File: src/rtl/dvp_pkg.sv
// dvp_pkg: shared constants for the dotted version parser
// character codes, configuration register indexes and field widths
// no dependencies
`default_nettype none

package dvp_pkg;

    // field widths
    localparam int CHAR_W    = 8;
    localparam int VAL_W     = 32;
    localparam int CFG_IDX_W = 2;
    localparam int OUT_W     = 104;

    // character codes
    localparam logic [CHAR_W-1:0] CH_V    = 8'h76;
    localparam logic [CHAR_W-1:0] CH_DOT  = 8'h2E;
    localparam logic [CHAR_W-1:0] CH_ZERO = 8'h30;
    localparam logic [CHAR_W-1:0] CH_NINE = 8'h39;

    // configuration register indexes
    localparam logic [CFG_IDX_W-1:0] CFG_REF_MAJOR = 2'd0;
    localparam logic [CFG_IDX_W-1:0] CFG_REF_MINOR = 2'd1;
    localparam logic [CFG_IDX_W-1:0] CFG_REF_PATCH = 2'd2;

    // component positions
    localparam logic [1:0] COMP_MAJOR = 2'd0;
    localparam logic [1:0] COMP_MINOR = 2'd1;
    localparam logic [1:0] COMP_PATCH = 2'd2;

    // digit count saturates here
    localparam logic [1:0] DIGITS_MANY = 2'd2;

endpackage : dvp_pkg

`default_nettype wire

File: src/rtl/dotted_version_parser_core.sv
// dotted_version_parser_core: streaming parser for "vMAJOR.MINOR.PATCH" strings
// depends on dvp_pkg for character codes and register indexes
// input word register, parse state update, result word register
`default_nettype none

// Takes one character word per cycle on the s_ side, with s_tlast on the final
// character of a version string. A leading 'v' is optional; then exactly three
// dot-separated decimal components are required, with no leading zeros and each
// fitting in 32 bits. On the final character one result word appears on the m_
// side: valid flag, major, minor, patch (all zero when invalid) and whether the
// version is strictly newer than the reference written through the cfg_ port.
// Throughput is one character per cycle except in the stall below; the result
// word passes through the input register, then the result register, and the
// only stall is a final character held in the input register while the
// previous result word waits on m_tready.
// The cfg_ registers may be written only while no string is in flight.
module dotted_version_parser_core
    import dvp_pkg::*;
(
    input  wire logic                 clk,
    input  wire logic                 rst_n,
    // configuration write port
    input  wire logic                 cfg_we,
    input  wire logic [CFG_IDX_W-1:0] cfg_index,
    input  wire logic [VAL_W-1:0]     cfg_wdata,
    // character input
    input  wire logic                 s_tvalid,
    output logic                      s_tready,
    input  wire logic [CHAR_W-1:0]    s_tdata,   // [7:0] char_in
    input  wire logic                 s_tlast,   // last_char
    // result output
    output logic                      m_tvalid,
    input  wire logic                 m_tready,
    output logic [OUT_W-1:0]          m_tdata    // [0] valid_res, [32:1] major_out,
                                                 // [64:33] minor_out, [96:65] patch_out,
                                                 // [97] newer, [103:98] zero
);

    // reference version registers
    logic [VAL_W-1:0] ref_major_reg;
    logic [VAL_W-1:0] ref_minor_reg;
    logic [VAL_W-1:0] ref_patch_reg;

    // input word register
    logic              in_valid_reg;
    logic [CHAR_W-1:0] char_reg;
    logic              last_reg;

    // parse state
    logic             at_start_reg,   at_start_next;
    logic [1:0]       comp_idx_reg,   comp_idx_next;
    logic [VAL_W-1:0] accum_reg,      accum_next;
    logic [1:0]       digit_cnt_reg,  digit_cnt_next;
    logic             first_zero_reg, first_zero_next;
    logic             err_reg,        err_next;
    logic [VAL_W-1:0] major_reg,      major_next;
    logic [VAL_W-1:0] minor_reg,      minor_next;

    // result word register
    logic             out_valid_reg, out_valid_next;
    logic             res_ok_reg;
    logic [VAL_W-1:0] res_major_reg;
    logic [VAL_W-1:0] res_minor_reg;
    logic [VAL_W-1:0] res_patch_reg;
    logic             res_newer_reg;

    logic proc;
    logic is_digit;
    logic [3:0] digit;
    logic [VAL_W+3:0] accum_ext;
    logic [VAL_W+3:0] prod;
    logic ovf;
    logic ok;
    logic newer;

    // handshake: the input register drains whenever the result side can take it
    assign proc     = in_valid_reg && (!last_reg || !out_valid_reg || m_tready);
    assign s_tready = !in_valid_reg || proc;

    // multiply by ten plus digit, overflow shows in the top bits
    assign is_digit  = (char_reg >= CH_ZERO) && (char_reg <= CH_NINE);
    assign digit     = char_reg[3:0];
    assign accum_ext = {4'b0000, accum_reg};
    assign prod      = (accum_ext << 3) + (accum_ext << 1) + {{VAL_W{1'b0}}, digit};
    assign ovf       = |prod[VAL_W+3:VAL_W];

    // per-character parse update
    always_comb
    begin
        at_start_next   = at_start_reg;
        comp_idx_next   = comp_idx_reg;
        accum_next      = accum_reg;
        digit_cnt_next  = digit_cnt_reg;
        first_zero_next = first_zero_reg;
        err_next        = err_reg;
        major_next      = major_reg;
        minor_next      = minor_reg;
        if (proc)
        begin
            at_start_next = 1'b0;
            if (err_reg)
            begin
                // already invalid, ignore until the end
            end
            else if (at_start_reg && char_reg == CH_V)
            begin
                // optional leading v
            end
            else if (is_digit)
            begin
                if (digit_cnt_reg != 2'd0 && first_zero_reg)
                    err_next = 1'b1;
                else if (ovf)
                    err_next = 1'b1;
                else
                begin
                    accum_next = prod[VAL_W-1:0];
                    if (digit_cnt_reg == 2'd0)
                        first_zero_next = (digit == 4'd0);
                    if (digit_cnt_reg != DIGITS_MANY)
                        digit_cnt_next = digit_cnt_reg + 2'd1;
                end
            end
            else if (char_reg == CH_DOT)
            begin
                if (digit_cnt_reg == 2'd0 || comp_idx_reg == COMP_PATCH)
                    err_next = 1'b1;
                else
                begin
                    if (comp_idx_reg == COMP_MAJOR)
                        major_next = accum_reg;
                    else
                        minor_next = accum_reg;
                    comp_idx_next   = comp_idx_reg + 2'd1;
                    accum_next      = '0;
                    digit_cnt_next  = 2'd0;
                    first_zero_next = 1'b0;
                end
            end
            else
                err_next = 1'b1;
        end
    end

    // verdict on the final character, taken from the updated state
    assign ok = !err_next && comp_idx_next == COMP_PATCH && digit_cnt_next != 2'd0;

    always_comb
    begin
        if (major_next != ref_major_reg)
            newer = major_next > ref_major_reg;
        else if (minor_next != ref_minor_reg)
            newer = minor_next > ref_minor_reg;
        else
            newer = accum_next > ref_patch_reg;
    end

    assign out_valid_next = (proc && last_reg) ? 1'b1 :
                            (m_tready ? 1'b0 : out_valid_reg);

    // control registers
    always_ff @(posedge clk or negedge rst_n)
    begin
        if (!rst_n)
        begin
            ref_major_reg  <= '0;
            ref_minor_reg  <= '0;
            ref_patch_reg  <= '0;
            in_valid_reg   <= 1'b0;
            at_start_reg   <= 1'b1;
            comp_idx_reg   <= 2'd0;
            accum_reg      <= '0;
            digit_cnt_reg  <= 2'd0;
            first_zero_reg <= 1'b0;
            err_reg        <= 1'b0;
            major_reg      <= '0;
            minor_reg      <= '0;
            out_valid_reg  <= 1'b0;
        end
        else
        begin
            // reference writes
            if (cfg_we)
            begin
                unique case (cfg_index)
                    CFG_REF_MAJOR: ref_major_reg <= cfg_wdata;
                    CFG_REF_MINOR: ref_minor_reg <= cfg_wdata;
                    CFG_REF_PATCH: ref_patch_reg <= cfg_wdata;
                    default:       ;
                endcase
            end

            if (s_tready)
                in_valid_reg <= s_tvalid;

            // parse state, cleared after the final character
            if (proc && last_reg)
            begin
                at_start_reg   <= 1'b1;
                comp_idx_reg   <= 2'd0;
                accum_reg      <= '0;
                digit_cnt_reg  <= 2'd0;
                first_zero_reg <= 1'b0;
                err_reg        <= 1'b0;
                major_reg      <= '0;
                minor_reg      <= '0;
            end
            else
            begin
                at_start_reg   <= at_start_next;
                comp_idx_reg   <= comp_idx_next;
                accum_reg      <= accum_next;
                digit_cnt_reg  <= digit_cnt_next;
                first_zero_reg <= first_zero_next;
                err_reg        <= err_next;
                major_reg      <= major_next;
                minor_reg      <= minor_next;
            end

            out_valid_reg <= out_valid_next;
        end
    end

    // payload registers
    always_ff @(posedge clk)
    begin
        if (s_tready && s_tvalid)
        begin
            char_reg <= s_tdata;
            last_reg <= s_tlast;
        end
        if (proc && last_reg)
        begin
            res_ok_reg    <= ok;
            res_major_reg <= ok ? major_next : '0;
            res_minor_reg <= ok ? minor_next : '0;
            res_patch_reg <= ok ? accum_next : '0;
            res_newer_reg <= ok && newer;
        end
    end

    assign m_tvalid = out_valid_reg;
    assign m_tdata  = {6'b000000, res_newer_reg, res_patch_reg, res_minor_reg,
                       res_major_reg, res_ok_reg};

    // checks
    a_comp_range: assert property (@(posedge clk) disable iff (!rst_n)
        comp_idx_reg != 2'd3)
        else $error("component index out of range");

    a_digit_sat: assert property (@(posedge clk) disable iff (!rst_n)
        digit_cnt_reg != 2'd3)
        else $error("digit count past saturation");

    a_restart: assert property (@(posedge clk) disable iff (!rst_n)
        proc && last_reg |=> at_start_reg && !err_reg && m_tvalid)
        else $error("parse state not restarted after final character");

    a_invalid_zero: assert property (@(posedge clk) disable iff (!rst_n)
        m_tvalid && !m_tdata[0] |-> m_tdata == '0)
        else $error("invalid result carries nonzero fields");

    a_no_overrun: assert property (@(posedge clk) disable iff (!rst_n)
        m_tvalid && !m_tready |=> $stable(m_tdata))
        else $error("result word overwritten while stalled");

endmodule : dotted_version_parser_core

`default_nettype wire

File: config.mk
export PLATFORM = sky130hd
export DESIGN_NAME = dotted_version_parser_core
export DESIGN_NICKNAME = d
export VERILOG_FILES = /design/src/rtl/dvp_pkg.sv /design/src/rtl/dotted_version_parser_core.sv
export SDC_FILE = /design/constraint.sdc
export NUM_CORES = 1
export LEC_CHECK = 0
export BUFFER_PORTS_ARGS = -buffer_cell sky130_fd_sc_hd__buf_2
export CORE_ASPECT_RATIO = 1.2
export CORE_MARGIN = 1.5
export CORE_UTILIZATION = 65
export DETAILED_ROUTE_END_ITERATION = 16
export PLACE_DENSITY = 0.86
export SETUP_SLACK_MARGIN = 0.3
export SYNTH_ARGS = -nofsm -noshare
export SYNTH_HDL_FRONTEND = slang
export SYNTH_SLANG_ARGS = --single-unit
export TNS_END_PERCENT = 20
File: constraint.sdc
create_clock -name clk -period 16.88 [get_ports clk]
set_clock_uncertainty 0.2 [all_clocks]
set_input_delay 0.844 -clock clk [delete_from_list [all_inputs] [get_ports clk]]
set_output_delay 0.844 -clock clk [all_outputs]
set_load 0.1 [all_outputs]
# After elaboration in Yosys (flattened, before gate mapping)
# Index checks and enable logic that the tools add are counted.
# totals
reg_bits	308
latchBits	0
ram_bits	0
romBits	0
wordCells	142
memories	0
# classes
addsub	4
n_mul	0
div_mod_pow	0
order_cmp	5
eq_ne	15
shifts	0
mux	67
bitwise	0
n_reduce_logical	31
# ops
cell	count
$mux 32	25
$gt 32x32->1	3
$ne 32x32->1	2
$add 35x33->36	1
$add 36x4->36	1
$mux 2	17
$mux 1	25
$logic_and 1x1->1	9
$ne 3x2->1 const B	3
$eq 8x6->1 const B	1
$eq 8x7->1 const B	1
$ge 8x6->1 const B	1
$le 8x6->1 const B	1
$reduce_and 8->1	1
$reduce_bool 2->1	4
$eq 2x2->1 const B	3
$logic_not 2->1	3
$reduce_and 2->1	3
$add 2x1->2 const B	2
$logic_not 1->1	4
$logic_not 4->1	1
$logic_or 1x1->1	4
$ne 2x1->1 const B	2
$reduce_or 4->1	1
4 further kinds	4

# Logic depth before layout (Yosys ltp)
# logic_depth
word_depth	13
ltp_mapped	26

# Worst setup path after synthesis
# Ideal clock, no wire load.
# synth_timing
kind	flip-flop to flip-flop
start	reg char_reg[3]
end	reg res_newer_reg (data pin)
setup_time_ps	263
arrival_ps	5224
required_time_ps	16417
slack_ps	11193
stages_incl_launch_ff	27
period_less_slack_ps	5687
cell_sequence	edfxtp_1 -> inv_1 -> fa_1 -> inv_1 -> fa_1 -> a211oi_1 -> o21ai_1 -> o2111ai_1 -> nand4_1 -> o221a_2 -> nand4_1 -> nand3_1 -> nor2_2 -> buf_2 -> mux2i_1 -> inv_1 -> ha_1 -> nor2b_1 -> o21a_1 -> o21a_1 -> o21ai_0 -> a21oi_1 -> o31a_1 -> nor3_1 -> a31oi_1 -> nor3_1 -> nor4_2
# synth_via
elab_chain_len	12
word_cells_on_any_way	57
classes_between	add/sub (1); order compare (5); eq/ne (5); mux (38); reduce/logical (8)
# synth_lines
element	line	source
start: declaration	dotted_version_parser_core.sv:46	logic [CHAR_W-1:0] char_reg;
start signal: assignment	dotted_version_parser_core.sv:229	char_reg <= s_tdata;
$add 36x4->36	dotted_version_parser_core.sv:84	assign prod = (accum_ext << 3) + (accum_ext << 1) + {{VAL_W{1'b0}}, digit};
$reduce_or 4->1	dotted_version_parser_core.sv:85	assign ovf = |prod[VAL_W+3:VAL_W];
$mux 32	dotted_version_parser_core.sv:113	else if (ovf)
$mux 32	dotted_version_parser_core.sv:111	if (digit_cnt_reg != 2'd0 && first_zero_reg)
$mux 32	dotted_version_parser_core.sv:109	else if (is_digit)
$mux 32 *	dotted_version_parser_core.sv:105	else if (at_start_reg && char_reg == CH_V)
$mux 32 *	dotted_version_parser_core.sv:101	if (err_reg)
$mux 32 *	dotted_version_parser_core.sv:98	if (proc)
net accum_next[1]	dotted_version_parser_core.sv:52	logic [VAL_W-1:0] accum_reg, accum_next;
$gt 32x32->1 *	dotted_version_parser_core.sv:155	newer = accum_next > ref_patch_reg;
$mux 1 *	dotted_version_parser_core.sv:152	else if (minor_next != ref_minor_reg)
$mux 1 *	dotted_version_parser_core.sv:150	if (major_next != ref_major_reg)
$logic_and 1x1->1 *	dotted_version_parser_core.sv:238	res_newer_reg <= ok && newer;
end signal: assignment	dotted_version_parser_core.sv:238	
end: declaration	dotted_version_parser_core.sv:65	logic res_newer_reg;
# The timed path passes the listed nets; every way through them passes the cells marked *.
# A chain may end at the register's enable or synchronous reset.

# Worst setup path after layout
# Same ends and word-level chain as after synthesis.

==> reports/metrics.yaml <==
status: "finished, final reports clean"
dp_hpwl_um: 29300
crit_fanout: 21
route.detailed.drc: 0
pin_count: 154
hp-class: "primary input to async pin"
clock_latency_ps: 560
worstMarginPinSlew_ps: 1100
grt_pass1_vias: 12500
grt_max_degree: 107
synth_seq_cells: 308
grtUsageTotal_pct: 31.8
netlist.area_leader.share_pct: 30.0
route.vias.total: 12500
yosysUniqueCellTypes: 58
cts_buffers: 30
tns_ps: 0
cts_root_buf: "clkbuf_16"
cts.path.max_buffers: 3
max_cap_violations: 0
reg2reg_depth: 26
drtPass1Iterations: 5
yosysSeqAreaShare_pct: 49.4
avgRoutedWirePerCell_um: 20.0
nFillCells: 1666
start_kind: "register"
p_sw_share_pct: 28.0
pwr-share-seq_pct: 46.6
end_kind: "register"
pwr_density_cell_nw_per_um2: 98.3
die_width_um: 149
hold_buffers: 0
cp_data_required_time_ps: 16960
clkTransAtPathRegs_ps: 70
finalCritPeriodShare_pct: 41.3
initial_core_util_pct: 65.7
htreeDepth: 1
setup_viol: 0
crit_type: "register to register"
placed_cell_area_um2: 17700
hold_violations: 0
ctsResizeCount: 0
p_comb_share_pct: 14.8
drive_gt1_share_pct: 17.0
core_um2: 25400
synth_area_leader_cell: "dfrtp_1"
p_clk_share_pct: 38.7
synth_most_common_cell: "nor2_1"
cts_tree: "yes"
n_antenna_cell: 0
synth_common_cells: "nor2_1 (222), dfrtp_1 (200), inv_1 (200)"
vias_per_cell: 6.00
synthArstFlopShare_pct: 65.3
synth_area_leaders: "dfrtp_1 (30%), edfxtp_1 (19%), ha_1 (12%), mux2_2 (5.3%), nor2_1 (5.0%)"
finalNetCount: 1950
die_area_um2: 26600
core.rowCount: 64
final_max_slew_viol_count: 0
avgSynthCellArea_um2: 10.4
yosysWarningCount: 0
portBuffers: 147
ant_nets: 0
postSynthCellCount: 1606
ys.flop_type: "dfrtp_1"
rsz0062_at_grt: "false"
grt_pass1_wl_um: 65700
worstPathArrival_ps: 7060
syn-cell-area_um2: 16700
p_sw_uw: 514
chipHeight_um: 178
relSlewSlack_pct: 26.5
ir_drop_uv: 76.6
cts.sinks: 308
fmax_mhz: 143
postCtsSetupRepairBufs: 0
gp_congestion: 0.911
drt_iter0_drc: 916
grt_antenna_before_repair: 0
p_int_uw: 1330
synth_edf_count: 107
min_period_ps: 6970
leakage_uw: 0.00967
final_area_um2: 18700
syn2layout_area_growth_pct: 12.2
wirelength_um: 41800
grt-ovfl-total: 0
[final timing paths]
| kind | from | end | slack (ps) |
|---|---|---|---|
| max | char_reg[3]$_DFFE_PP_ | res_newer_reg$_DFFE_PP_ | 9910 |
| max in group asynchronous | rst_n | minor_reg[23]$_DFF_PN0_ | 14350 |
| min reg2reg | in_valid_reg$_DFFE_PN0N_ | at_start_reg$_DFFE_PN1N_ | 290 |
| min | rst_n | major_reg[0]$_DFF_PN0_ | 90 |
| max reg2reg | char_reg[3]$_DFFE_PP_ | res_newer_reg$_DFFE_PP_ | 9910 |
| min in group clk | s_tdata[7] | char_reg[7]$_DFFE_PP_ | 270 |
[metrics by stage]
stage / hold slack (ps) / power (µW) / util [%] / instances / setup slack (ps)
floorplan: 242 / 1070 / - / 1611 / 11190
global placement: 268 / 1120 / 69.6 / 2035 / 10280
detailed placement: 293 / 1130 / 69.6 / 2035 / 10070
CTS: 120 / 1840 / 73.7 / 2091 / 10000
global route: 141 / 1900 / 73.7 / 2091 / 9460
finish: 89.9 / 1840 / 73.7 / 2091 / 9910
[cell type report]
type,count,area (µm²),area share (%)
timing repair buffer,158,827,4.42
inverter,200,756,4.04
sequential,308,8240,44.1
tap,330,413,2.21
clock buffer,35,811,4.33
clock inverter,21,235,1.26
multi-input combinational,1039,7420,39.7
[placed cells by master (no fill, tap or decap), types with 6 or more instances in the layout]
cell type    n
nand2_1    101
o211ai_1    11
nor3_1      13
o21ai_0     64
nand2b_1     6
nand3_1     22
a21oi_1     77
edfxtp_1   107
clkbuf_16   31
dfrtp_1    200
and2_1       8
xor2_1      14
a21o_1      26
inv_1      199
o21a_1      11
a22oi_1     13
ha_1       163
xnor2_1     16
nor2b_1     13
nor2_1     221
mux2_2      78
buf_2      146
clkinv_2     7
a211oi_1    12
conb_1       6
nand4_1     30
buf_4       11
mux2i_1     69
[worst max-delay path, cell delays in order (launching register included)]
cell and delay [ps]:
edfxtp_1 410, inv_1 90, fa_1 530, inv_1 70, fa_1 490, a211oi_1 260
o21ai_1 200, o2111ai_1 230, nand4_1 310, o221a_2 390, nand4_1 70, nand3_1 170
nor2_2 600, buf_4 430, mux2i_1 320, inv_1 80, ha_1 290, nor2b_1 130
o21a_1 150, o21a_1 150, o21ai_0 140, a21oi_1 120, o31a_1 260, nor3_1 140
a31oi_1 100, nor3_1 270, nor4_2 80
[layer usage]
metal | wire length, µm | share of wire, % | global-route usage (%)
met1 | 17400 | 42 | 42.2
met2 | 20700 | 50 | 54.0
met3 | 2270 | 5.4 | 3.40
met4 | 1450 | 3.5 | 11.7
met5 | 0 | 0 | 0
[cell families after synthesis]
| family | count (synthesis) | share of synthesized area [%] |
|---|---|---|
| compound gates | 246 | 9.02 |
| fa+ha+maj | 165 | 12.5 |
| other cells | 1 | 0.0225 |
| flops | 308 | 49.4 |
| xor+xnor | 30 | 1.58 |
| mux | 147 | 9.41 |
| buf+inv | 264 | 6.34 |
| simple gates | 445 | 11.7 |
[power by group through the flow]
| stage | registers, µW | logic [µW] | clock network (µW) |
|---|---|---|---|
| after floorplan | 950 | 118 | 0 |
| after CTS | 856 | 271 | 710 |
| final | 857 | 272 | 711 |
| after detailed placement | 869 | 265 | 0 |
| after global placement | 866 | 256 | 0 |
| after global routing | 862 | 293 | 742 |
(Power assumes the default switching activity.)
